**src/sv/sit_pkg.sv**
```systemverilog
`timescale 1ns / 1ps
// Shared types, codes and widths of the subset index translator.
package sit_pkg;

    // Field widths
    localparam int IDX_W     = 32;
    localparam int CMD_W     = 3;
    localparam int STAT_W    = 2;
    localparam int CFG_IDX_W = 3;

    // Default table depths
    localparam int LOCAL_DEPTH_DEF  = 1024;
    localparam int REMOTE_DEPTH_DEF = 256;

    // Input commands
    typedef enum logic [CMD_W-1:0] {
        CMD_CLEAR         = 3'd0,
        CMD_APPEND_LOCAL  = 3'd1,
        CMD_APPEND_REMOTE = 3'd2,
        CMD_FWD           = 3'd3,
        CMD_REV           = 3'd4
    } t_cmd;

    // Result status codes
    typedef enum logic [STAT_W-1:0] {
        ST_OK    = 2'd0,
        ST_RANGE = 2'd1,
        ST_MISS  = 2'd2,
        ST_FULL  = 2'd3
    } t_status;

    // Configuration register indexes
    localparam logic [CFG_IDX_W-1:0] REG_PARENT_FIRST = 3'd0;
    localparam logic [CFG_IDX_W-1:0] REG_PARENT_LIMIT = 3'd1;
    localparam logic [CFG_IDX_W-1:0] REG_PARENT_TOTAL = 3'd2;
    localparam logic [CFG_IDX_W-1:0] REG_SUBSET_FIRST = 3'd3;
    localparam logic [CFG_IDX_W-1:0] REG_SUBSET_LIMIT = 3'd4;
    localparam logic [CFG_IDX_W-1:0] REG_SUBSET_TOTAL = 3'd5;

    // Configuration register set
    typedef struct packed {
        logic [IDX_W-1:0] parent_first;
        logic [IDX_W-1:0] parent_limit;
        logic [IDX_W-1:0] parent_total;
        logic [IDX_W-1:0] subset_first;
        logic [IDX_W-1:0] subset_limit;
        logic [IDX_W-1:0] subset_total;
    } t_cfg;

endpackage

```
**src/sv/sit_if.sv**
```systemverilog


interface sit_cfg_if import sit_pkg::*; ();
    logic                 valid;
    logic                 ready;
    logic [CFG_IDX_W-1:0] index;
    logic [IDX_W-1:0]     data;

    modport source (output valid, index, data, input ready);
    modport sink   (input valid, index, data, output ready);
endinterface

```
**src/sv/sit_regs.sv**
```systemverilog
`timescale 1ns / 1ps
// Configuration register file written through the configuration channel.
module sit_regs import sit_pkg::*; (
    input  logic      i_clk,
    input  logic      i_rst_n,
    sit_cfg_if.sink   cfg_ch,
    output t_cfg      o_cfg
);

    t_cfg r_cfg;

    assign cfg_ch.ready = 1'b1;

    // register write on each transfer; indexes past the list are dropped
    always_ff @(posedge i_clk) begin
        if (!i_rst_n) begin
            r_cfg <= '0;
        end else if (cfg_ch.valid) begin
            unique case (cfg_ch.index)
                REG_PARENT_FIRST: r_cfg.parent_first <= cfg_ch.data;
                REG_PARENT_LIMIT: r_cfg.parent_limit <= cfg_ch.data;
                REG_PARENT_TOTAL: r_cfg.parent_total <= cfg_ch.data;
                REG_SUBSET_FIRST: r_cfg.subset_first <= cfg_ch.data;
                REG_SUBSET_LIMIT: r_cfg.subset_limit <= cfg_ch.data;
                REG_SUBSET_TOTAL: r_cfg.subset_total <= cfg_ch.data;
                default: ;
            endcase
        end
    end

    assign o_cfg = r_cfg;

endmodule

```
**src/flat_wrapper.sv**
```systemverilog
// flat-port wrapper written by rule: the top's interface ports become plain ports
module sit_regs_flat import sit_pkg::*;
  (i_clk, i_rst_n, o_cfg, cfg_ch_valid, cfg_ch_index, cfg_ch_data, cfg_ch_ready);
  sit_cfg_if cfg_ch_i ();
  input  logic i_clk;
  input  logic i_rst_n;
  output t_cfg o_cfg;
  input wire logic [$bits(cfg_ch_i.valid)-1:0] cfg_ch_valid;
  input wire logic [$bits(cfg_ch_i.index)-1:0] cfg_ch_index;
  input wire logic [$bits(cfg_ch_i.data)-1:0] cfg_ch_data;
  output wire logic [$bits(cfg_ch_i.ready)-1:0] cfg_ch_ready;
  assign cfg_ch_i.valid = cfg_ch_valid;
  assign cfg_ch_i.index = cfg_ch_index;
  assign cfg_ch_i.data = cfg_ch_data;
  assign cfg_ch_ready = cfg_ch_i.ready;
  sit_regs u_core (.i_clk(i_clk), .i_rst_n(i_rst_n), .cfg_ch(cfg_ch_i), .o_cfg(o_cfg));
endmodule
```
**config.mk**
```make
export PLATFORM = sky130hd
export DESIGN_NAME = sit_regs_flat
export DESIGN_NICKNAME = d
export VERILOG_FILES = /design/src/sv/sit_pkg.sv /design/src/sv/sit_if.sv /design/src/sv/sit_regs.sv /design/src/flat_wrapper.sv
export SDC_FILE = /design/constraint.sdc
export NUM_CORES = 1
export LEC_CHECK = 0
export BUFFER_PORTS_ARGS = -buffer_cell sky130_fd_sc_hd__buf_2
export CAP_MARGIN = 20
export CORE_ASPECT_RATIO = 0.75
export CORE_MARGIN = 4
export CORE_UTILIZATION = 45
export CTS_CLUSTER_SIZE = 28
export DETAILED_ROUTE_END_ITERATION = 7
export HOLD_SLACK_MARGIN = 0.1
export PLACE_DENSITY_LB_ADDON = 0.3
export SLEW_MARGIN = 20
export SYNTH_ARGS = -nofsm -noshare
export SYNTH_HDL_FRONTEND = slang
export SYNTH_SLANG_ARGS = --single-unit
```
**constraint.sdc**
```tcl
create_clock -name i_clk -period 1.13 [get_ports i_clk]
set_input_delay 0.113 -clock i_clk [delete_from_list [all_inputs] [get_ports i_clk]]
set_output_delay 0.113 -clock i_clk [all_outputs]
set_load 0.01 [all_outputs]
```
==> qor.yml, run 1 <==
final_layout:
  final_area_mm2: 0.009298
  final_nets: 948
  drive_gt1_share_pct: 32.00
  final_common_cell: "buf_2"
  areaGrowthSynthToFinish_pct: 33.58
  diodes: 0
  largest_reg_flops: 192
  most-common-layout-cells: "buf_2 (228), nand2_1 (224), mux2i_1 (192), dfxtp_1 (192), buf_4 (20)"
setup_path:
  crit_slowest_cell: "dfxtp_1"
  worstSetupPathType: "flip-flop to output port"
  r2r-start: "u_core.o_cfg[81]"
  critPathRequiredTime_ns: 1.02
  start_kind: "flip-flop"
  critPathArrivalTime_ns: 0.93
  critical-path-top-delay-family: "flip-flops"
  path_cells: "buf_2"
  startpoint: "u_core.o_cfg[177]"
  cp_num_buf_inv: 1
  crit_path_end_kind: "output port"
  critPathMaxFanout: 2
  cp_slowest_stage_delay_ns: 0.37
yosys:
  netlist_area_mm2: 0.006960
  yosys_warnings: 0
  yosysTopAreaCellShare_pct: 55.22
  netlist_instances: 663
  syn_nets: 701
  yosys-top-cells-area: "dfxtp_1 (55%), mux2i_1 (28%), nand2_1 (12%)"
  yosys.area.top_type: "dfxtp_1"
  ys_ff_latch: 192
  avgSynthCellArea_um2: 10.50
  synth.distinct_cells: 13
  yosysSeqAreaShare_pct: 55.22
grt:
  grt_pass1_vias: 5284
  grt_busiest_layer: "met2"
  met2_usage_pct: 33.23
  antenna_found_initial: 0
  grt_first_pass_wirelength_um: 28640
  grt_max_degree: 43
  grt.overflow.total: 0
  grtUsageTotal_pct: 20.82
  grt.met1_usage_pct: 27.27
  met3_usage_pct: 7.467
sta:
  max_freq_ghz: 0.9558
  fin_worst_skew_ns: 0
  post-route-period-util_pct: 92.59
  setup_viol: 0
  setup_ws_ns: 0.08379
  rsz0062_at_grt: "no"
  period_needed_ns: 1.046
  hold_viol: 0
  drv_slew: 0
placement:
  gp_congestion: 0.7345
  dp_slack_ns: -0.07560
  dp.final_hpwl_um: 12770
  numPortBuffers: 229
  place_area_mm2: 0.008553
clock_tree:
  cts_sinks: 192
  h-tree-depth: 4
  cts.repair.resized: 0
  root_buffer: "clkbuf_16"
  clkSlewWorstSetupHoldPaths_ns: 0.07
  clock_latency_ns: 0.41
  clk_path_buf_depth: 2
  cts_tree: "built"
  numCtsBuffers: 17
  postCtsSetupRepairBufs: 0
routing:
  drcViolationCount: 0
  antenna_left: 0
  drt-pass1-iter-count: 4
  drt_iter0_drc: 187
  vias_per_cell: 4.798
  drt_wl_total_um: 18290
  num_vias: 5407
  avgRoutedWirePerCell_um: 16.23
die:
  die_h_um: 115.7
  initial_core_util_pct: 45.87
  pin_count: 231
  die-area_mm2: 0.01754
  fp.dieW_um: 151.6
  core_area_mm2: 0.01518
  rows: 39
power_and_ir_drop:
  vdd_drop_max_mv: 0.9819
  powerDensity_mw_per_mm2: 1524
  p_leak_nw: 5.174
status:
  status: "finished, final reports clean"
hold_path:
  hold_path_startpoint: "cfg_ch_data[21]"
  hold_path_class: "primary input to flip-flop"
job:
  cap_violations: 0
[stage by stage]
| stage | setup TNS (ns) | total power, W | instances | hold slack (ns) | util, % |
|---|---|---|---|---|---|
| final | 0 | 0.01417 | 1127 | 0.1099 | 61.27 |
| after global routing | 0 | 0.01468 | 1127 | 0.1321 | 61.27 |
| after global placement | -0.7346 | 0.008145 | 1082 | 0.4380 | 56.36 |
| after floorplan | 0 | 0.007677 | 663 | 0.3199 | - |
| after detailed placement | -1.762 | 0.008152 | 1082 | 0.4403 | 56.36 |
| after CTS | 0 | 0.01431 | 1127 | 0.1006 | 61.27 |
[worst paths after layout]
path                            slack [ns]  depth (start not counted)           endpoint
worst max-delay path                  0.08                          1         o_cfg[177]
worst min-delay path                  0.11                          3  u_core.o_cfg[149]
worst max register to register        0.50                          2   u_core.o_cfg[81]
worst min register to register        0.45                          2  u_core.o_cfg[191]
[cell families after synthesis]
group | share of synthesized area, %
muxes | 27.61
and+or+nand+nor | 13.16
DFF | 55.22
other | 0.05388
buffers and inverters | 3.954
[where the power goes]
group | internal, W | switching [W]
combinational | 0.000448 | 0.000589
clock | 0.00366 | 0.00248
sequential | 0.00692 | 0.0000797
total | 0.0110 | 0.00314
[layout make-up]
type / count / area (um^2)
timing repair buffer: 276 / 1703
multi-input combinational: 423 / 2890
clock inverter: 9 / 130.1
fill: 1305 / 5878
clock buffer: 22 / 474.2
sequential: 192 / 3844
tap: 205 / 256.5
[repair_timing]
item	CTS	global route
setup endpoints to repair	0	0
hold buffers	14	0
endpoints found under the hold margin	55	0
[metal layers]
layer  part of all wire (%)  vias up
met4                   0.96        0
met5                      0        -
met3                    8.4       15
met2                     46      145
li1                       -     2682
met1                     45     2565
[synth_stat cells (all sizes together)]
| cell type | n |
|---|---|
| conb | 1 |
| clkbuf | 19 |
| nand2 | 224 |
| buf | 29 |
| mux2i | 192 |
| nor4b | 1 |
| nand4bb | 3 |
| dfxtp | 192 |
| nand4b | 2 |
Note: power is estimated with default switching activity, not from simulation.
==> run 2: changes to the inputs <==
- SETUP_SLACK_MARGIN: default -> 0.15
==> qor.yml, run 2 (same netlist as run 1, synthesis figures left out) <==
power_and_ir_drop:
  vdd_drop_max_mv: 0.9209  # was 0.9819 mV
  internal-power_w: 0.01043  # was 0.01102 W
  powerDensity_mw_per_mm2: 1251  # was 1524 mW/mm^2
  power_w: 0.01369  # was 0.01417 W
  share_clk_of_total_power_pct: 39.2  # was 43.3%
  share_comb_of_total_power_pct: 9.3  # was 7.3%
  total_switching_power_w: 0.003257  # was 0.003145 W
  swShare_pct: 23.79  # was 22.20%
  seq_power_share_pct: 51.6  # was 49.4%
  p_leak_nw: 5.551  # was 5.174 nW
routing:
  drt_wl_total_um: 20850  # was 18,290 um
  antenna_left: 0  # unchanged
  drt-pass1-iter-count: 5  # was 4
  drcViolationCount: 0  # unchanged
  num_vias: 5721  # was 5,407
  vias_per_cell: 4.919  # was 4.798
  drt_iter0_drc: 224  # was 187
  avgRoutedWirePerCell_um: 17.93  # was 16.23 um
die:
  fp.dieW_um: 151.6  # unchanged
  die-area_mm2: 0.01754  # unchanged
  core_area_mm2: 0.01518  # unchanged
  initial_core_util_pct: 45.87  # unchanged
  die_h_um: 115.7  # unchanged
  pin_count: 231  # unchanged
  rows: 39  # unchanged
final_layout:
  largest_reg_flops: 192  # unchanged
  most-common-layout-cells: "nand2_1 (224), buf_6 (193), mux2i_1 (192), dfxtp_2 (191), buf_4 (55)"  # was buf_2 (228), nand2_1 (224), mux2i_1 (192), dfxtp_1 (192), buf_4 (20)
  final_nets: 985  # was 948
  n_fill_cell: 1058  # was 1,305
  drive_gt1_share_pct: 54.49  # was 32.00%
  final_common_cell: "nand2_1"  # was buf_2
  areaGrowthSynthToFinish_pct: 57.22  # was 33.58%
  diodes: 0  # unchanged
  final_util_pct: 72.11  # was 61.27%
sta:
  tns_ns: 0  # unchanged
  drv_slew: 0  # unchanged
  post-route-period-util_pct: 88.71  # was 92.59%
  rsz0062_at_grt: "yes"  # was no
  max_freq_ghz: 0.9976  # was 0.9558 GHz
  setup_viol: 0  # unchanged
  period_needed_ns: 1.002  # was 1.046 ns
  fin_worst_skew_ns: 0  # unchanged
  hold_viol: 0  # unchanged
setup_path:
  crit_slowest_cell: "dfxtp_4"  # was dfxtp_1
  critical-path-top-delay-family: "flip-flops"  # unchanged
  critPathMaxFanout: 2  # unchanged
  path_cells: "buf_6"  # was buf_2
  critPathRequiredTime_ns: 1.02  # about the same
  start_kind: "flip-flop"  # unchanged
  crit_path_end_kind: "output port"  # unchanged
  cp_slowest_stage_delay_ns: 0.36  # was 0.37 ns
  worstSetupPathType: "flip-flop to output port"  # unchanged
  critPathArrivalTime_ns: 0.89  # was 0.93 ns
  cp_num_buf_inv: 1  # unchanged
grt:
  grt_max_degree: 36  # was 43
  antenna_found_initial: 0  # unchanged
  grtUsageTotal_pct: 23.39  # was 20.82%
  grt.overflow.total: 0  # unchanged
  grt_pass1_vias: 5753  # was 5,284
  grt_first_pass_wirelength_um: 31870  # was 28,640 um
clock_tree:
  root_buffer: "clkbuf_16"  # unchanged
  numCtsBuffers: 17  # unchanged
  clk_path_buf_depth: 2  # unchanged
  clock_latency_ns: 0.42  # was 0.41 ns
  cts_sinks: 192  # unchanged
  h-tree-depth: 4  # unchanged
  clkSlewWorstSetupHoldPaths_ns: 0.07  # about the same
  cts_tree: "built"  # unchanged
placement:
  dp.final_hpwl_um: 12970  # was 12,770 um
  numPortBuffers: 229  # unchanged
  gp_congestion: 0.7457  # was 0.7345
status:
  status: "finished, final reports clean"  # unchanged
job:
  cap_violations: 0  # unchanged
hold_path:
  hold_path_class: "primary input to flip-flop"  # unchanged
run 2: changes by cell type in the layout (fill, tap and decap cells not counted), moves of 2 or more:
cell and change:
buf_2 -192, buf_6 +192, dfxtp_1 -192, dfxtp_2 +191, buf_4 +35, bufinv_16 -3
clkbuf_8 -2, clkinv_2 +2, clkinv_4 +2
run 2: final timing paths:
path              cells after the start               from                end  slack (ns)
hold / removal                        3    cfg_ch_data[15]   u_core.o_cfg[47]        0.11
setup reg to reg                      4   u_core.o_cfg[29]   u_core.o_cfg[29]        0.33
setup / recovery                      1   u_core.o_cfg[13]          o_cfg[13]        0.13
hold reg to reg                       2  u_core.o_cfg[160]  u_core.o_cfg[160]        0.46
run 2: stage by stage:
step	cells	setup WS (ns)	instance area, um^2	hold slack (ns)
2_1_floorplan	663	0.04991	6969	0.3169
3_3_place_gp	1083	-0.005960	8573	0.4378
3_5_place_dp	1083	-0.04454	8573	0.4435
4_1_cts	1141	0.1181	10780	0.1001
5_1_grt	1163	0.08993	10940	0.1203
6_report	1163	0.1276	10940	0.1105
run 2: layout make-up:
class	count	area (um^2)	area share, %
tap	205	256.5	2.344
timing repair buffer	313	3197	29.21
multi-input combinational	423	2890	26.41
clock buffer	20	446.7	4.082
clock inverter	10	66.31	0.6060
sequential	192	4086	37.34
run 2: repair_timing:
action                                  CTS  global route
resized for setup                       387             1
endpoints found under the setup margin  192           192
endpoints found under the hold margin    68             0
buffers inserted                         13            22
hold buffers                             15             0
run 2: power groups by stage:
stage	sequential, W	clock, W	combinational, W
floorplan	0.00721	0	0.000469
global placement	0.00715	0	0.00101
detailed placement	0.00715	0	0.00101
CTS	0.00706	0.00544	0.00123
global route	0.00707	0.00574	0.00136
finish	0.00706	0.00536	0.00127
run 2: routing by layer:
metal	vias up	track usage [%]	part of all wire, %
li1	2756	-	-
met3	19	7.623	7.2
met5	-	0	0
met4	0	5.566	1.2
met2	168	39.39	49
met1	2778	29.41	42
==> run 3: changes to the inputs <==
- CORE_UTILIZATION: 45 -> 50
- clock period: 1.13 -> 1 ns (I/O delays scaled with it)
==> qor.yml, run 3 (same netlist as run 1, synthesis figures left out) <==
status:
  status: "finished with violations"  # was finished, final reports clean
  violations: "negative setup slack"
final_layout:
  largest_reg_flops: 192  # unchanged
  final_util_pct: 83.55  # was 72.11%
  final_nets: 1037  # was 985
  diodes: 0  # unchanged
  final_common_cell: "nand2_1"  # unchanged
  areaGrowthSynthToFinish_pct: 63.94  # was 57.22%
  most-common-layout-cells: "nand2_1 (222), buf_6 (193), mux2i_1 (192), dfxtp_2 (191), buf_4 (91)"  # was nand2_1 (224), buf_6 (193), mux2i_1 (192), dfxtp_2 (191), buf_4 (55)
  drive_gt1_share_pct: 55.53  # was 54.49%
sta:
  rsz0062_at_grt: "yes"  # unchanged
  post-route-period-util_pct: 100.1
  period_needed_ns: 1.001
  fin_worst_skew_ns: 0  # unchanged
  drv_slew: 0  # unchanged
  setup_viol: 1  # was 0
  hold_viol: 0  # unchanged
  tns_ns: -0.001076  # was 0 ns
  holdWs_ns: 0.1384  # was 0.1105 ns
  max_freq_ghz: 0.9989
  setup_ws_ns: -0.001076  # was 0.1276 ns
placement:
  gp_congestion: 0.7803  # was 0.7457
  dp.final_hpwl_um: 12660  # was 12,970 um
  numPortBuffers: 229  # unchanged
clock_tree:
  clk_path_buf_depth: 2  # unchanged
  cts_tree: "built"  # unchanged
  root_buffer: "clkbuf_16"  # unchanged
  h-tree-depth: 4  # unchanged
  clkSlewWorstSetupHoldPaths_ns: 0.07  # about the same
  clock_latency_ns: 0.41  # was 0.42 ns
  numCtsBuffers: 17  # unchanged
  cts_sinks: 192  # unchanged
setup_path:
  path_cells: "buf_6"  # unchanged
  r2r-end: "u_core.o_cfg[52]"  # was u_core.o_cfg[29]
  critical-path-top-delay-family: "flip-flops"  # unchanged
  critPathRequiredTime_ns: 0.90  # was 1.02 ns
  critPathArrivalTime_ns: 0.90  # was 0.89 ns
  rr_worst_depth: 4  # unchanged
  startpoint: "u_core.o_cfg[112]"  # was u_core.o_cfg[13]
  start_kind: "flip-flop"  # unchanged
  ff2ff_setup_slack_ns: 0.13  # was 0.33 ns
  critPathMaxFanout: 2  # unchanged
  cp_slowest_stage_delay_ns: 0.37  # was 0.36 ns
  path_depth: 1  # unchanged
  crit_path_end_kind: "output port"  # unchanged
  cp_num_buf_inv: 1  # unchanged
  r2r-start: "u_core.o_cfg[52]"  # was u_core.o_cfg[29]
  critical_path.endpoint: "o_cfg[112]"  # was o_cfg[13]
  crit_slowest_cell: "dfxtp_2"  # was dfxtp_4
  worstSetupPathType: "flip-flop to output port"  # unchanged
routing:
  antenna_left: 0  # unchanged
  drt-pass1-iter-count: 4  # was 5
  drcViolationCount: 0  # unchanged
  num_vias: 6182  # was 5,721
  drt_iter0_drc: 312  # was 224
  avgRoutedWirePerCell_um: 20.12  # was 17.93 um
  vias_per_cell: 5.208  # was 4.919
  drt_wl_total_um: 23880  # was 20,850 um
power_and_ir_drop:
  total_switching_power_w: 0.003823  # was 0.003257 W
  vdd_drop_max_mv: 1.072  # was 0.9209 mV
  p_leak_nw: 5.849  # was 5.551 nW
  swShare_pct: 23.52  # was 23.79%
  share_comb_of_total_power_pct: 9.7  # was 9.3%
  seq_power_share_pct: 49.1  # was 51.6%
  powerDensity_mw_per_mm2: 1424  # was 1251 mW/mm^2
  internal-power_w: 0.01243  # was 0.01043 W
  share_clk_of_total_power_pct: 41.2  # was 39.2%
die:
  core_area_mm2: 0.01366  # was 0.01518 mm^2
  initial_core_util_pct: 50.97  # was 45.87%
  pin_count: 231  # unchanged
  rows: 37  # was 39
  die_h_um: 110.2  # was 115.7 um
  fp.dieW_um: 144.2  # was 151.6 um
  die-area_mm2: 0.01589  # was 0.01754 mm^2
grt:
  antenna_found_initial: 0  # unchanged
  grt_pass1_vias: 6275  # was 5,753
  grt_first_pass_wirelength_um: 33900  # was 31,870 um
  grt.overflow.total: 0  # unchanged
  grt_max_degree: 33  # was 36
  grtUsageTotal_pct: 27.76  # was 23.39%
job:
  cap_violations: 0  # unchanged
hold_path:
  hold_path_class: "primary input to flip-flop"  # unchanged
-- run 3: worst min path at each step --
stage / start / endpoint / slack, ns / cells after the start
floorplan: cfg_ch_index[2] / u_core.o_cfg[179] / 0.30 / 2
global placement: i_rst_n / u_core.o_cfg[42] / 0.43 / 3
detailed placement: i_rst_n / u_core.o_cfg[41] / 0.43 / 3
CTS: cfg_ch_data[1] / u_core.o_cfg[33] / 0.10 / 3
global route: i_rst_n / u_core.o_cfg[169] / 0.14 / 4
finish: i_rst_n / u_core.o_cfg[137] / 0.14 / 3
-- run 3: what timing repair did --
item	4_1_cts	5_1_grt
hold buffers	31	0
pin swaps	0	0
endpoints found under the setup margin	192	197
setup buffers	17	48
gates resized for setup	389	4
endpoints found under the hold margin	159	0
-- run 3: area by class of cell --
| class | count | area, um^2 |
|---|---|---|
| fill | 674 | 2246 |
| timing repair buffer | 365 | 3630 |
| clock buffer | 20 | 446.7 |
| tap | 175 | 219.0 |
| multi-input combinational | 423 | 2895 |
| sequential | 192 | 4086 |
| clock inverter | 12 | 133.9 |
-- run 3: routing by layer --
layer | vias to the layer above | part of all wire, % | GRT usage (%)
li1 | 2851 | - | -
met3 | 53 | 6.7 | 8.754
met4 | 0 | 2.7 | 10.59
met5 | - | 0 | 0
met1 | 3016 | 39 | 31.22
met2 | 262 | 52 | 49.54
-- run 3: through the flow --
step                power [W]  area, um^2  cells  setup slack [ns]
global placement     0.009211        8581   1059           -0.1319
floorplan            0.008707        7078    663          -0.06703
CTS                   0.01618       11040   1139         -0.004165
finish                0.01625       11410   1187         -0.001076
global route          0.01676       11410   1187          -0.03461
detailed placement   0.009225        8581   1059           -0.1972
-- run 3: power groups by stage --
stage	registers [W]	logic [W]	clock network (W)
after floorplan	0.00815	0.000560	0
after global placement	0.00807	0.00114	0
after detailed placement	0.00808	0.00115	0
after CTS	0.00797	0.00145	0.00676
after global routing	0.00799	0.00167	0.00709
final	0.00798	0.00158	0.00669
