## src/sv/sit_pkg.sv

```systemverilog
`timescale 1ns / 1ps
// Shared types, codes and widths of the subset index translator.
package sit_pkg;

    // Field widths
    localparam int IDX_W     = 32;
    localparam int CMD_W     = 3;
    localparam int STAT_W    = 2;
    localparam int CFG_IDX_W = 3;

    // Default table depths
    localparam int LOCAL_DEPTH_DEF  = 1024;
    localparam int REMOTE_DEPTH_DEF = 256;

    // Input commands
    typedef enum logic [CMD_W-1:0] {
        CMD_CLEAR         = 3'd0,
        CMD_APPEND_LOCAL  = 3'd1,
        CMD_APPEND_REMOTE = 3'd2,
        CMD_FWD           = 3'd3,
        CMD_REV           = 3'd4
    } t_cmd;

    // Result status codes
    typedef enum logic [STAT_W-1:0] {
        ST_OK    = 2'd0,
        ST_RANGE = 2'd1,
        ST_MISS  = 2'd2,
        ST_FULL  = 2'd3
    } t_status;

    // Configuration register indexes
    localparam logic [CFG_IDX_W-1:0] REG_PARENT_FIRST = 3'd0;
    localparam logic [CFG_IDX_W-1:0] REG_PARENT_LIMIT = 3'd1;
    localparam logic [CFG_IDX_W-1:0] REG_PARENT_TOTAL = 3'd2;
    localparam logic [CFG_IDX_W-1:0] REG_SUBSET_FIRST = 3'd3;
    localparam logic [CFG_IDX_W-1:0] REG_SUBSET_LIMIT = 3'd4;
    localparam logic [CFG_IDX_W-1:0] REG_SUBSET_TOTAL = 3'd5;

    // Configuration register set
    typedef struct packed {
        logic [IDX_W-1:0] parent_first;
        logic [IDX_W-1:0] parent_limit;
        logic [IDX_W-1:0] parent_total;
        logic [IDX_W-1:0] subset_first;
        logic [IDX_W-1:0] subset_limit;
        logic [IDX_W-1:0] subset_total;
    } t_cfg;

endpackage

```

## src/sv/sit_if.sv

```systemverilog
`timescale 1ns / 1ps
// Channel interfaces: command input, result output and configuration write.
interface sit_in_if import sit_pkg::*; ();
    logic             valid;
    logic             ready;
    logic [CMD_W-1:0] command;
    logic [IDX_W-1:0] index_value;
    logic [IDX_W-1:0] remote_subset_value;

    modport source (output valid, command, index_value, remote_subset_value, input ready);
    modport sink   (input valid, command, index_value, remote_subset_value, output ready);
endinterface

interface sit_out_if import sit_pkg::*; ();
    logic              valid;
    logic              ready;
    logic [IDX_W-1:0]  mapped_index;
    logic              found;
    logic [STAT_W-1:0] status;

    modport source (output valid, mapped_index, found, status, input ready);
    modport sink   (input valid, mapped_index, found, status, output ready);
endinterface


```

## src/sv/sit_ctrl.sv

```systemverilog
`timescale 1ns / 1ps
// Command sequencer: table loads, binary search over the RAMs, result register.
module sit_ctrl import sit_pkg::*; #(
    parameter int LOCAL_DEPTH  = LOCAL_DEPTH_DEF,
    parameter int REMOTE_DEPTH = REMOTE_DEPTH_DEF,
    localparam int LAW = $clog2(LOCAL_DEPTH),
    localparam int RAW = $clog2(REMOTE_DEPTH)
) (
    input  logic               i_clk,
    input  logic               i_rst_n,
    input  t_cfg               i_cfg,
    sit_in_if.sink             in_ch,
    sit_out_if.source          out_ch,
    // local table RAM
    output logic               o_lm_en,
    output logic               o_lm_we,
    output logic [LAW-1:0]     o_lm_addr,
    output logic [IDX_W-1:0]   o_lm_wdata,
    input  logic [IDX_W-1:0]   i_lm_rdata,
    // remote table RAM, word is {subset, parent}
    output logic               o_rm_en,
    output logic               o_rm_we,
    output logic [RAW-1:0]     o_rm_addr,
    output logic [2*IDX_W-1:0] o_rm_wdata,
    input  logic [2*IDX_W-1:0] i_rm_rdata
);

    localparam int LCW = $clog2(LOCAL_DEPTH + 1);
    localparam int RCW = $clog2(REMOTE_DEPTH + 1);
    localparam int SCW = (LCW > RCW) ? LCW : RCW;

    typedef enum logic [2:0] {
        S_IDLE,
        S_DEC,
        S_SRCH,
        S_RLOC,
        S_PUSH
    } t_state;

    typedef enum logic [1:0] {
        M_FWD_LOCAL,
        M_FWD_REMOTE,
        M_REV_REMOTE
    } t_mode;

    t_state r_state, n_state;
    logic [LCW-1:0] r_lcnt, n_lcnt;
    logic [RCW-1:0] r_rcnt, n_rcnt;

    // captured item
    t_cmd r_cmd, n_cmd;
    logic [IDX_W-1:0] r_key, n_key;
    logic [IDX_W-1:0] r_rsub, n_rsub;

    // search state
    t_mode r_mode, n_mode;
    logic [SCW-1:0] r_lo, n_lo;
    logic [SCW-1:0] r_hi, n_hi;
    logic [SCW-1:0] r_mid, n_mid;
    logic r_pend, n_pend;
    logic r_hset, n_hset;
    logic [2*IDX_W-1:0] r_hdata, n_hdata;

    // pending result
    logic [IDX_W-1:0] r_res_mapped, n_res_mapped;
    logic r_res_found, n_res_found;
    t_status r_res_status, n_res_status;

    // output register
    logic r_ovalid, n_ovalid;
    logic [IDX_W-1:0] r_omapped, n_omapped;
    logic r_ofound, n_ofound;
    t_status r_ostatus, n_ostatus;

    // search datapath terms
    logic [2*IDX_W-1:0] rd_word;
    logic [IDX_W-1:0] rd_key;
    logic [IDX_W-1:0] hd_key;
    logic [SCW-1:0] lo_c, hi_c, mid_c;
    logic hset_c;
    logic [2*IDX_W-1:0] hd_c;
    logic [IDX_W-1:0] rpos;

    assign in_ch.ready         = (r_state == S_IDLE);
    assign out_ch.valid        = r_ovalid;
    assign out_ch.mapped_index = r_omapped;
    assign out_ch.found        = r_ofound;
    assign out_ch.status       = r_ostatus;

    always_comb begin
        n_state      = r_state;
        n_lcnt       = r_lcnt;
        n_rcnt       = r_rcnt;
        n_cmd        = r_cmd;
        n_key        = r_key;
        n_rsub       = r_rsub;
        n_mode       = r_mode;
        n_lo         = r_lo;
        n_hi         = r_hi;
        n_mid        = r_mid;
        n_pend       = r_pend;
        n_hset       = r_hset;
        n_hdata      = r_hdata;
        n_res_mapped = r_res_mapped;
        n_res_found  = r_res_found;
        n_res_status = r_res_status;
        n_ovalid     = r_ovalid;
        n_omapped    = r_omapped;
        n_ofound     = r_ofound;
        n_ostatus    = r_ostatus;

        o_lm_en    = 1'b0;
        o_lm_we    = 1'b0;
        o_lm_addr  = r_lcnt[LAW-1:0];
        o_lm_wdata = r_key;
        o_rm_en    = 1'b0;
        o_rm_we    = 1'b0;
        o_rm_addr  = r_rcnt[RAW-1:0];
        o_rm_wdata = {r_rsub, r_key};

        // word just read, padded so both tables look alike
        rd_word = (r_mode == M_FWD_LOCAL) ? {{IDX_W{1'b0}}, i_lm_rdata} : i_rm_rdata;
        rd_key  = (r_mode == M_REV_REMOTE) ? rd_word[2*IDX_W-1:IDX_W] : rd_word[IDX_W-1:0];

        // fold the outstanding probe into the bounds
        lo_c   = r_lo;
        hi_c   = r_hi;
        hd_c   = r_hdata;
        hset_c = r_hset;
        if (r_pend) begin
            if (rd_key < r_key) begin
                lo_c = r_mid + SCW'(1);
            end else begin
                hi_c   = r_mid;
                hd_c   = rd_word;
                hset_c = 1'b1;
            end
        end
        mid_c  = lo_c + ((hi_c - lo_c) >> 1);
        hd_key = (r_mode == M_REV_REMOTE) ? hd_c[2*IDX_W-1:IDX_W] : hd_c[IDX_W-1:0];
        rpos   = r_key - i_cfg.subset_first;

        // output register drains on its own transfer
        if (r_ovalid && out_ch.ready) begin
            n_ovalid = 1'b0;
        end

        unique case (r_state)
            S_IDLE: begin
                if (in_ch.valid) begin
                    n_cmd   = t_cmd'(in_ch.command);
                    n_key   = in_ch.index_value;
                    n_rsub  = in_ch.remote_subset_value;
                    n_state = S_DEC;
                end
            end

            S_DEC: begin
                n_res_mapped = '0;
                n_res_found  = 1'b0;
                n_res_status = ST_OK;
                n_state      = S_PUSH;
                n_lo         = '0;
                n_pend       = 1'b0;
                n_hset       = 1'b0;
                case (r_cmd)
                    CMD_CLEAR: begin
                        n_lcnt = '0;
                        n_rcnt = '0;
                    end
                    CMD_APPEND_LOCAL: begin
                        if (r_lcnt >= LCW'(LOCAL_DEPTH)) begin
                            n_res_status = ST_FULL;
                        end else begin
                            o_lm_en      = 1'b1;
                            o_lm_we      = 1'b1;
                            n_res_mapped = IDX_W'(r_lcnt);
                            n_res_found  = 1'b1;
                            n_lcnt       = r_lcnt + LCW'(1);
                        end
                    end
                    CMD_APPEND_REMOTE: begin
                        if (r_rcnt >= RCW'(REMOTE_DEPTH)) begin
                            n_res_status = ST_FULL;
                        end else begin
                            o_rm_en      = 1'b1;
                            o_rm_we      = 1'b1;
                            n_res_mapped = IDX_W'(r_rcnt);
                            n_res_found  = 1'b1;
                            n_rcnt       = r_rcnt + RCW'(1);
                        end
                    end
                    CMD_FWD: begin
                        if (r_key >= i_cfg.parent_total) begin
                            n_res_status = ST_RANGE;
                        end else if (r_key >= i_cfg.parent_first &&
                                     r_key < i_cfg.parent_limit) begin
                            n_mode  = M_FWD_LOCAL;
                            n_hi    = SCW'(r_lcnt);
                            n_state = S_SRCH;
                        end else begin
                            n_mode  = M_FWD_REMOTE;
                            n_hi    = SCW'(r_rcnt);
                            n_state = S_SRCH;
                        end
                    end
                    CMD_REV: begin
                        if (r_key >= i_cfg.subset_total) begin
                            n_res_status = ST_RANGE;
                        end else if (r_key >= i_cfg.subset_first &&
                                     r_key < i_cfg.subset_limit) begin
                            // local range maps by offset into the local table
                            if (rpos < IDX_W'(r_lcnt)) begin
                                o_lm_en   = 1'b1;
                                o_lm_addr = rpos[LAW-1:0];
                                n_state   = S_RLOC;
                            end else begin
                                n_res_status = ST_MISS;
                            end
                        end else begin
                            n_mode  = M_REV_REMOTE;
                            n_hi    = SCW'(r_rcnt);
                            n_state = S_SRCH;
                        end
                    end
                    default: ;
                endcase
            end

            S_SRCH: begin
                n_lo    = lo_c;
                n_hi    = hi_c;
                n_hdata = hd_c;
                n_hset  = hset_c;
                if (lo_c < hi_c) begin
                    // next probe issues in the cycle the last one returns
                    n_mid  = mid_c;
                    n_pend = 1'b1;
                    if (r_mode == M_FWD_LOCAL) begin
                        o_lm_en   = 1'b1;
                        o_lm_addr = mid_c[LAW-1:0];
                    end else begin
                        o_rm_en   = 1'b1;
                        o_rm_addr = mid_c[RAW-1:0];
                    end
                end else begin
                    // lower bound found; hit only on an exact match at it
                    n_pend  = 1'b0;
                    n_state = S_PUSH;
                    if (hset_c && hd_key == r_key) begin
                        n_res_found  = 1'b1;
                        n_res_status = ST_OK;
                        case (r_mode)
                            M_FWD_LOCAL:  n_res_mapped = IDX_W'(lo_c) + i_cfg.subset_first;
                            M_FWD_REMOTE: n_res_mapped = hd_c[2*IDX_W-1:IDX_W];
                            default:      n_res_mapped = hd_c[IDX_W-1:0];
                        endcase
                    end else begin
                        n_res_found  = 1'b0;
                        n_res_mapped = '0;
                        n_res_status = (r_mode == M_REV_REMOTE) ? ST_MISS : ST_OK;
                    end
                end
            end

            S_RLOC: begin
                n_res_mapped = i_lm_rdata;
                n_res_found  = 1'b1;
                n_res_status = ST_OK;
                n_state      = S_PUSH;
            end

            S_PUSH: begin
                if (!r_ovalid || out_ch.ready) begin
                    n_ovalid  = 1'b1;
                    n_omapped = r_res_mapped;
                    n_ofound  = r_res_found;
                    n_ostatus = r_res_status;
                    n_state   = S_IDLE;
                end
            end

            default: n_state = S_IDLE;
        endcase
    end

    // state and registered outputs
    always_ff @(posedge i_clk) begin
        if (!i_rst_n) begin
            r_state  <= S_IDLE;
            r_lcnt   <= '0;
            r_rcnt   <= '0;
            r_ovalid <= 1'b0;
        end else begin
            r_state  <= n_state;
            r_lcnt   <= n_lcnt;
            r_rcnt   <= n_rcnt;
            r_ovalid <= n_ovalid;
        end
        r_cmd        <= n_cmd;
        r_key        <= n_key;
        r_rsub       <= n_rsub;
        r_mode       <= n_mode;
        r_lo         <= n_lo;
        r_hi         <= n_hi;
        r_mid        <= n_mid;
        r_pend       <= n_pend;
        r_hset       <= n_hset;
        r_hdata      <= n_hdata;
        r_res_mapped <= n_res_mapped;
        r_res_found  <= n_res_found;
        r_res_status <= n_res_status;
        r_omapped    <= n_omapped;
        r_ofound     <= n_ofound;
        r_ostatus    <= n_ostatus;
    end

endmodule

```

## src/flat_wrapper.sv

```systemverilog
// flat-port wrapper written by rule: the top's interface ports become plain ports
module sit_ctrl_flat import sit_pkg::*;
#(
    parameter int LOCAL_DEPTH  = LOCAL_DEPTH_DEF,
    parameter int REMOTE_DEPTH = REMOTE_DEPTH_DEF,
    localparam int LAW = $clog2(LOCAL_DEPTH),
    localparam int RAW = $clog2(REMOTE_DEPTH)
)
  (i_clk, i_rst_n, i_cfg, o_lm_en, o_lm_we, o_lm_addr, o_lm_wdata, i_lm_rdata, o_rm_en, o_rm_we, o_rm_addr, o_rm_wdata, i_rm_rdata, in_ch_valid, in_ch_command, in_ch_index_value, in_ch_remote_subset_value, in_ch_ready, out_ch_valid, out_ch_mapped_index, out_ch_found, out_ch_status, out_ch_ready);
  sit_in_if in_ch_i ();
  sit_out_if out_ch_i ();
  input  logic i_clk;
  input  logic i_rst_n;
  input  t_cfg i_cfg;
  output logic o_lm_en;
  output logic o_lm_we;
  output logic [LAW-1:0] o_lm_addr;
  output logic [IDX_W-1:0] o_lm_wdata;
  input  logic [IDX_W-1:0] i_lm_rdata;
  output logic o_rm_en;
  output logic o_rm_we;
  output logic [RAW-1:0] o_rm_addr;
  output logic [2*IDX_W-1:0] o_rm_wdata;
  input  logic [2*IDX_W-1:0] i_rm_rdata;
  input wire logic [$bits(in_ch_i.valid)-1:0] in_ch_valid;
  input wire logic [$bits(in_ch_i.command)-1:0] in_ch_command;
  input wire logic [$bits(in_ch_i.index_value)-1:0] in_ch_index_value;
  input wire logic [$bits(in_ch_i.remote_subset_value)-1:0] in_ch_remote_subset_value;
  output wire logic [$bits(in_ch_i.ready)-1:0] in_ch_ready;
  output wire logic [$bits(out_ch_i.valid)-1:0] out_ch_valid;
  output wire logic [$bits(out_ch_i.mapped_index)-1:0] out_ch_mapped_index;
  output wire logic [$bits(out_ch_i.found)-1:0] out_ch_found;
  output wire logic [$bits(out_ch_i.status)-1:0] out_ch_status;
  input wire logic [$bits(out_ch_i.ready)-1:0] out_ch_ready;
  assign in_ch_i.valid = in_ch_valid;
  assign in_ch_i.command = in_ch_command;
  assign in_ch_i.index_value = in_ch_index_value;
  assign in_ch_i.remote_subset_value = in_ch_remote_subset_value;
  assign in_ch_ready = in_ch_i.ready;
  assign out_ch_valid = out_ch_i.valid;
  assign out_ch_mapped_index = out_ch_i.mapped_index;
  assign out_ch_found = out_ch_i.found;
  assign out_ch_status = out_ch_i.status;
  assign out_ch_i.ready = out_ch_ready;
  sit_ctrl #(.LOCAL_DEPTH(LOCAL_DEPTH), .REMOTE_DEPTH(REMOTE_DEPTH)) u_core (.i_clk(i_clk), .i_rst_n(i_rst_n), .i_cfg(i_cfg), .in_ch(in_ch_i), .out_ch(out_ch_i), .o_lm_en(o_lm_en), .o_lm_we(o_lm_we), .o_lm_addr(o_lm_addr), .o_lm_wdata(o_lm_wdata), .i_lm_rdata(i_lm_rdata), .o_rm_en(o_rm_en), .o_rm_we(o_rm_we), .o_rm_addr(o_rm_addr), .o_rm_wdata(o_rm_wdata), .i_rm_rdata(i_rm_rdata));
endmodule
```

## config.mk

```make
export PLATFORM = sky130hd
export DESIGN_NAME = sit_ctrl_flat
export DESIGN_NICKNAME = d
export VERILOG_FILES = /design/src/sv/sit_pkg.sv /design/src/sv/sit_if.sv /design/src/sv/sit_ctrl.sv /design/src/flat_wrapper.sv
export SDC_FILE = /design/constraint.sdc
export NUM_CORES = 1
export LEC_CHECK = 0
export BUFFER_PORTS_ARGS = -buffer_cell sky130_fd_sc_hd__buf_2
export CAP_MARGIN = 5
export CORE_MARGIN = 5
export CORE_UTILIZATION = 47
export DETAILED_ROUTE_END_ITERATION = 16
export GPL_TIMING_DRIVEN = 0
export PLACE_DENSITY = 0.72
export SLEW_MARGIN = 5
export SYNTH_ARGS = -nofsm -noshare
export SYNTH_HDL_FRONTEND = slang
export SYNTH_SLANG_ARGS = --single-unit
```

## constraint.sdc

```tcl
create_clock -name i_clk -period 10 [get_ports i_clk]
set_input_delay 1 -clock i_clk [delete_from_list [all_inputs] [get_ports i_clk]]
set_output_delay 1 -clock i_clk [all_outputs]
set_load 0.03 [all_outputs]
```

==> impl_metrics.py, run 1 <==
metrics = {
    "worst_setup_path": {
        "startpoint_type": "flip-flop",
        "timing.critical_path.slowest_cell_delay_ns": 0.65,
        "cp_max_fo": 19,
        "crit_required_ns": 9.00,
        "timing.critical_path.slowest_stage_cell": "sky130_fd_sc_hd__o21ai_1",
        "reg2reg_depth": 29,
        "worst_ep_arrival_time_ns": 8.61,
        "worst_path_most_repeated_cell": "sky130_fd_sc_hd__buf_4",
        "rr_startpoint": "u_core.r_mode[1]$_SDFFCE_PP1P_",
        "rrSetupSlack_ns": 1.73,
        "type_of_the_worst_setup_path": "flip-flop to primary output",
        "r2r_end": "u_core.r_res_mapped[20]$_DFFE_PP_",
        "endpoint_class_of_the_critical_path": "primary output",
    },
    "drt": {
        "ant_nets": 0,
        "drt_iter0_drc": 3226,
        "first_pass_iters": 9,
        "num_vias": 24900,
        "wl_um": 105000,
        "post_dr_vias_cell": 6.22,
        "drt_drc_violations_left": 0,
        "route.detailed.wl_per_inst_um": 26.3,
    },
    "cts": {
        "clk_transition_reported_paths_ns": 0.06,
        "cts.root.buffer_cell": "sky130_fd_sc_hd__clkbuf_16",
        "clock_latency_ns": 0.63,
        "clock-sinks": 262,
        "tritoncts": "yes",
        "cts_htree_levels": 1,
        "cts_made_buffers": 31,
        "cts_max_path_buffers": 3,
    },
    "synth": {
        "post_synthesis_cell_area_um2": 23700,
        "ys.warnings.count": 0,
        "synthesized_netlist_cell_count": 2758,
        "synthesis.nets": 3387,
        "synth.lib_cells_used.distinct": 106,
        "synth_ff_type": "sky130_fd_sc_hd__edfxtp_1",
        "synthArstFlopShare": 0,
        "edff_count_synth": 238,
        "synth-seq-area-share": 0.321,
        "synth-seq-cells": 262,
        "synth.avg_cell_area_um2": 8.61,
    },
    "cells_and_area": {
        "final_common_cell": "sky130_fd_sc_hd__buf_2",
        "final.fill_count": 4808,
        "layout-drive-gt1-share": 0.214,
        "multi_input_comb_area_um2": 14300,
        "number_of_nets_in_the_layout": 3936,
        "final_area_um2": 28400,
        "layout-area-overhead-vs-synth_pct": 19.5,
        "most_frequent_cells_in_the_layout": "sky130_fd_sc_hd__buf_2, sky130_fd_sc_hd__nand2_1, sky130_fd_sc_hd__inv_1",
        "layout.area.seq_um2": 7630,
    },
    "placed_design": {
        "area_after_dpl_um2": 27200,
        "number_of_input_and_output_port_buffers_inserted": 513,
        "hpwlAfterDp_um": 83600,
        "gp_routability_congestion": 1.06,
        "preCtsSetupSlack_ns": -0.792,
    },
    "timing": {
        "period_minus_slack_ns": 9.61,
        "rsz0062_at_grt": "false",
        "worstMarginPinSlew_ns": 1.23,
        "fin_worst_skew_ns": 0.0476,
        "finalWorstSetupSlack_ns": 0.394,
        "timing.max_slew.rel_slack": 0.161,
        "fmaxAchievable_mhz": 104,
        "worst_hold_slack_ns": 0.421,
        "finalHoldViolCount": 0,
        "setup-violations-final": 0,
        "report.final.slew_viol_count": 0,
        "post-route-period-util": 0.961,
    },
    "global_route": {
        "grt_max_degree": 74,
        "first_pass_grt_wire_length_um": 152000,
        "gr-usage-all-layers": 0.361,
        "first_global_vias": 23900,
        "initial_antenna_violation_count": 21,
        "grt_overflow_total": 0,
    },
    "min_path": {
        "terminating_pin_of_the_worst_hold_path": "u_core.out_ch.mapped_index[22]$_DFFE_PP_",
        "hold_path_depth": 0,
        "hold_path_class": "flip-flop to flip-flop",
        "worst_hold_startpoint": "u_core.r_res_mapped[22]$_DFFE_PP_",
    },
    "power": {
        "p_leak_nw": 13.3,
        "vdd.ir_drop.worst_uv": 149,
        "post-layout-total-power_mw": 4.42,
        "pwr_density_cell_nw_per_um2": 156,
    },
    "die": {
        "die_area_um2": 55100,
        "core_area_um2": 50100,
        "row_count": 82,
        "initial_utilization": 0.474,
        "die_y_um": 235,
        "die_width_um": 235,
        "io-pin-count": 514,
    },
    "flow_run": {
        "max-cap-violations": 0,
    },
    "status": {
        "result_of_the_run": "complete, no violations",
    },
}
[power breakdown]
part	leakage, nW	switching, mW	internal (mW)
Combinational	10.4	1.13	0.638
Clock	0.508	0.509	0.699
Sequential	2.41	0.120	1.32
[worst max path at each step]
stage	to	slack (ns)	cells past startpoint	startpoint
finish	o_lm_addr[9]	0.39	31	u_core.r_mode[1]$_SDFFCE_PP1P_
global route	o_lm_addr[9]	0.01	33	u_core.r_mode[0]$_SDFFCE_PP0P_
CTS	o_lm_addr[9]	0.13	35	u_core.r_mode[1]$_SDFFCE_PP1P_
detailed placement	o_lm_addr[9]	-0.79	31	u_core.r_mode[0]$_SDFFCE_PP0P_
global placement	u_core.r_res_mapped[15]$_DFFE_PP_	-3.20	26	u_core.r_mode[0]$_SDFFCE_PP0P_
floorplan	u_core.r_res_found$_DFFE_PP_	1.26	27	i_rm_rdata[63]
[registers in the layout, summed over array words and instances (netlist names)]
name                        count
u_core.o_lm_wdata              32
u_core.out_ch.found             1
u_core.out_ch.mapped_index     32
u_core.out_ch.status            2
u_core.out_ch.valid             1
u_core.r_cmd                    3
u_core.r_hdata                 64
u_core.r_hi                    11
u_core.r_hset                   1
u_core.r_lcnt                  11
u_core.r_lo                    11
u_core.r_mid                   11
u_core.r_mode                   2
u_core.r_pend                   1
u_core.r_rcnt                   9
u_core.r_res_found              1
u_core.r_res_mapped            32
u_core.r_res_status             2
u_core.r_rsub                  32
u_core.r_state                  3
[critical path: cells and delay by family, from the launching register on]
family,cells,cell delay (ns)
compound gates,12,3.19
xor+xnor,2,0.43
fa+ha+maj,3,0.89
buf+inv,8,2.17
flops,1,0.41
mux,1,0.11
simple gates,5,0.77
[synthesized netlist by cell type, drive strengths merged (27+ instances only)]
cell      n  area share
xnor2    64       0.024
nor3     59       0.013
nand2   356       0.057
a211oi   27      0.0088
nor2    183       0.029
a21oi   170       0.036
edfxtp  238        0.30
o21a     27      0.0085
a31oi    57       0.015
clkbuf   65       0.010
ha      267        0.14
a21o     76       0.024
buf      74       0.023
inv     294       0.046
o21ai   136       0.029
o211ai   32       0.011
nand3    57       0.012
mux2i    78       0.034
nand4    50       0.013
[timing repair]
item	4_1_cts	5_1_grt
endpoints found under the setup margin	20	4
hold buffers	0	0
endpoints found under the hold margin	0	0
resized for setup	18	8
pin swaps	0	0
setup buffers	0	0
[kinds of logic (layout without fill, tap and decap cells)]
family | count (synthesis) | count (layout) | synth area share
simple gates | 893 | 893 | 0.179
other cells | 0 | 9 | 0
buf+inv | 435 | 1007 | 0.0804
fa+ha+maj | 270 | 270 | 0.143
flops | 262 | 262 | 0.321
xor+xnor | 88 | 88 | 0.0325
mux | 93 | 93 | 0.0407
compound gates | 717 | 717 | 0.203
[stage by stage]
step / cells / TNS [ns] / util
final: 4011 / 0 / 0.566
after global routing: 4008 / 0 / 0.566
after CTS: 4004 / 0 / 0.566
after global placement: 3943 / -114.84 / 0.542
after detailed placement: 3949 / -3.55 / 0.544
after floorplan: 2758 / 0 / -
[final cells by class]
cell class              instances  area share
diodes                          9    0.000794
plain buffers                 136      0.0282
clock buffers                  33      0.0276
clock inverters                23     0.00966
inverters                     296      0.0392
multi-input cells            2061       0.503
flip-flops and latches        262       0.269
well taps                     672      0.0297
repair buffers                519      0.0930
[routing by layer]
| layer | up-vias | global-route usage | part of all wire | wire (µm) |
|---|---|---|---|---|
| li1 | 11100 | - | - | - |
| met1 | 11600 | 0.471 | 0.38 | 39600 |
| met2 | 1759 | 0.556 | 0.43 | 45600 |
| met3 | 403 | 0.0871 | 0.12 | 13100 |
| met4 | 14 | 0.197 | 0.067 | 7080 |
| met5 | - | 0 | 0.00087 | 92 |
Note: power is estimated with default switching activity, not from simulation.
==> inputs of run 2 (changes only) <==
--- a/config.mk
+++ b/config.mk
@@ -11,7 +11,7 @@
 export CORE_UTILIZATION = 47
 export DETAILED_ROUTE_END_ITERATION = 16
 export GPL_TIMING_DRIVEN = 0
-export PLACE_DENSITY = 0.72
+export PLACE_DENSITY = 0.71
 export SLEW_MARGIN = 5
 export SYNTH_ARGS = -nofsm -noshare
 export SYNTH_HDL_FRONTEND = slang
==> constraint.sdc (replaced) <==
create_clock -name i_clk -period 10 [get_ports i_clk]
set_input_delay 2 -clock i_clk [delete_from_list [all_inputs] [get_ports i_clk]]
set_output_delay 2 -clock i_clk [all_outputs]
set_load 0.03 [all_outputs]
==> run 2 against run 1 <==
Effect of this change:
- sequential power is essentially flat
- first-iteration DRC count shrank 13%
- count of clock-buffer cells in the layout grew 3
- final cell count grew 0.80%
- fmax shrank 2.8%
- combinational power grew 11%
- critical endpoint is now o_lm_addr[8]
==> impl_metrics.py, run 2 (synthesized netlist as in run 1, its figures left out) <==
metrics = {
    "drt": {
        "drt_drc_violations_left": 0,
        "num_vias": 25400,
        "route.detailed.wl_per_inst_um": 28.2,
        "drt_iter0_drc": 2819,
        "ant_nets": 0,
        "post_dr_vias_cell": 6.29,
        "first_pass_iters": 8,
        "wl_um": 114000,
    },
    "min_path": {
        "hold_path_depth": 0,
        "hold_path_class": "flip-flop to flip-flop",
    },
    "timing": {
        "worstMarginPinSlew_ns": 1.22,
        "post-route-period-util": 0.988,
        "period_minus_slack_ns": 9.88,
        "worst_hold_slack_ns": 0.417,
        "fin_worst_skew_ns": 0.0271,
        "finalWorstSetupSlack_ns": 0.121,
        "timing.max_slew.rel_slack": 0.181,
        "fmaxAchievable_mhz": 101,
        "report.final.slew_viol_count": 0,
        "setup-violations-final": 0,
        "finalHoldViolCount": 0,
    },
    "flow_run": {
        "max-cap-violations": 0,
    },
    "cts": {
        "tritoncts": "yes",
        "cts_max_path_buffers": 3,
        "cts_made_buffers": 31,
        "cts.root.buffer_cell": "sky130_fd_sc_hd__clkbuf_16",
        "clock-sinks": 262,
        "cts_htree_levels": 1,
        "cts-hold-fix-buffers": 0,
        "clock_latency_ns": 0.64,
        "clk_transition_reported_paths_ns": 0.06,
    },
    "global_route": {
        "first_pass_grt_wire_length_um": 162000,
        "initial_antenna_violation_count": 12,
        "first_global_vias": 24500,
        "grt_overflow_total": 0,
        "gr-usage-all-layers": 0.386,
        "grt_max_degree": 74,
    },
    "cells_and_area": {
        "number_of_nets_in_the_layout": 3967,
        "final.fill_count": 4664,
        "final_common_cell": "sky130_fd_sc_hd__buf_2",
        "layout-drive-gt1-share": 0.234,
        "most_frequent_cells_in_the_layout": "sky130_fd_sc_hd__buf_2, sky130_fd_sc_hd__nand2_1, sky130_fd_sc_hd__inv_1",
        "largest_register": "u_core.r_hdata",
        "largest_reg_flops": 64,
        "layout-area-overhead-vs-synth_pct": 22.1,
    },
    "die": {
        "die_width_um": 235,
        "core_area_um2": 50100,
        "io-pin-count": 514,
        "die_area_um2": 55100,
        "initial_utilization": 0.474,
        "die_y_um": 235,
        "row_count": 82,
    },
    "placed_design": {
        "gp_routability_congestion": 1.01,
        "number_of_input_and_output_port_buffers_inserted": 513,
        "preCtsSetupSlack_ns": -2.90,
        "hpwlAfterDp_um": 89900,
    },
    "power": {
        "pwr_density_cell_nw_per_um2": 160,
        "vdd.ir_drop.worst_uv": 209,
        "post-layout-total-power_mw": 4.64,
        "p_leak_nw": 13.5,
    },
    "worst_setup_path": {
        "endpoint_class_of_the_critical_path": "primary output",
        "timing.critical_path.slowest_cell_delay_ns": 0.54,
        "type_of_the_worst_setup_path": "input pin to primary output",
        "reg2reg_depth": 29,
        "worst_ep_arrival_time_ns": 7.88,
        "timing.critical_path.slowest_stage_cell": "sky130_fd_sc_hd__fa_2",
        "crit_required_ns": 8.00,
        "worst_path_most_repeated_cell": "sky130_fd_sc_hd__a21oi_2",
        "startpoint_type": "input pin",
        "cp_max_fo": 14,
    },
    "status": {
        "result_of_the_run": "complete, no violations",
    },
}
-- run 2: final cells by class --
class	count	area [µm²]	area share
diodes	8	20.0	0.000691
plain buffers	132	813	0.0281
clock buffers	36	795	0.0274
clock inverters	22	251	0.00868
inverters	296	1110	0.0383
multi-input cells	2061	14600	0.503
flip-flops and latches	262	7630	0.263
well taps	672	841	0.0290
repair buffers	554	2930	0.101
-- run 2: metrics by stage --
step | setup TNS [ns] | util | cell area, µm² | cells
2_1_floorplan | 0 | - | 23700 | 2758
4_1_cts | 0 | 0.572 | 28700 | 4015
3_5_place_dp | -91.12 | 0.544 | 27200 | 3948
5_1_grt | -0.0229 | 0.579 | 29000 | 4041
6_report | 0 | 0.579 | 29000 | 4043
3_3_place_gp | -204.61 | 0.542 | 27100 | 3943
-- run 2: worst paths after layout --
kind | start | endpoint | slack [ns]
worst max-delay path | i_lm_rdata[25] | o_lm_addr[8] | 0.12
worst min-delay path | u_core.r_res_mapped[9]$_DFFE_PP_ | u_core.out_ch.mapped_index[9]$_DFFE_PP_ | 0.42
worst max register to register | u_core.r_mode[0]$_SDFFCE_PP0P_ | u_core.r_res_mapped[10]$_DFFE_PP_ | 1.91
worst min register to register | u_core.r_res_mapped[9]$_DFFE_PP_ | u_core.out_ch.mapped_index[9]$_DFFE_PP_ | 0.42
-- run 2: timing repair --
item | CTS | global route
buffers inserted | 13 | 19
gates cloned | 0 | 2
endpoints found under the setup margin | 57 | 13
resized for setup | 84 | 41
pin swaps | 15 | 24
-- run 2: report_power, final --
part / total (mW) / switching, mW / internal, mW / leakage (nW)
Sequential: 1.45 / 0.126 / 1.32 / 2.41
Combinational: 1.97 / 1.25 / 0.723 / 10.6
Clock: 1.22 / 0.520 / 0.697 / 0.501
Total: 4.64 / 1.89 / 2.74 / 13.5
-- run 2: worst max-delay path, delay by kind of cell --
family,cells,cell delay (ns)
AOI/OAI and AO/OA,9,1.80
muxes,1,0.12
xor gates and xnor gates,1,0.12
and+or+nand+nor,9,1.13
adders and majority gates,5,1.71
buffers and inverters,7,0.98
-- run 2: layer usage --
metal  routed length, µm  vias up  GRT usage  share of wire
met5                  15        -          0        0.00013
met4                6780        4      0.196          0.059
met1               44200    12100      0.505           0.39
li1                    -    11200          -              -
met3               12600      319     0.0845           0.11
met2               50400     1743      0.604           0.44
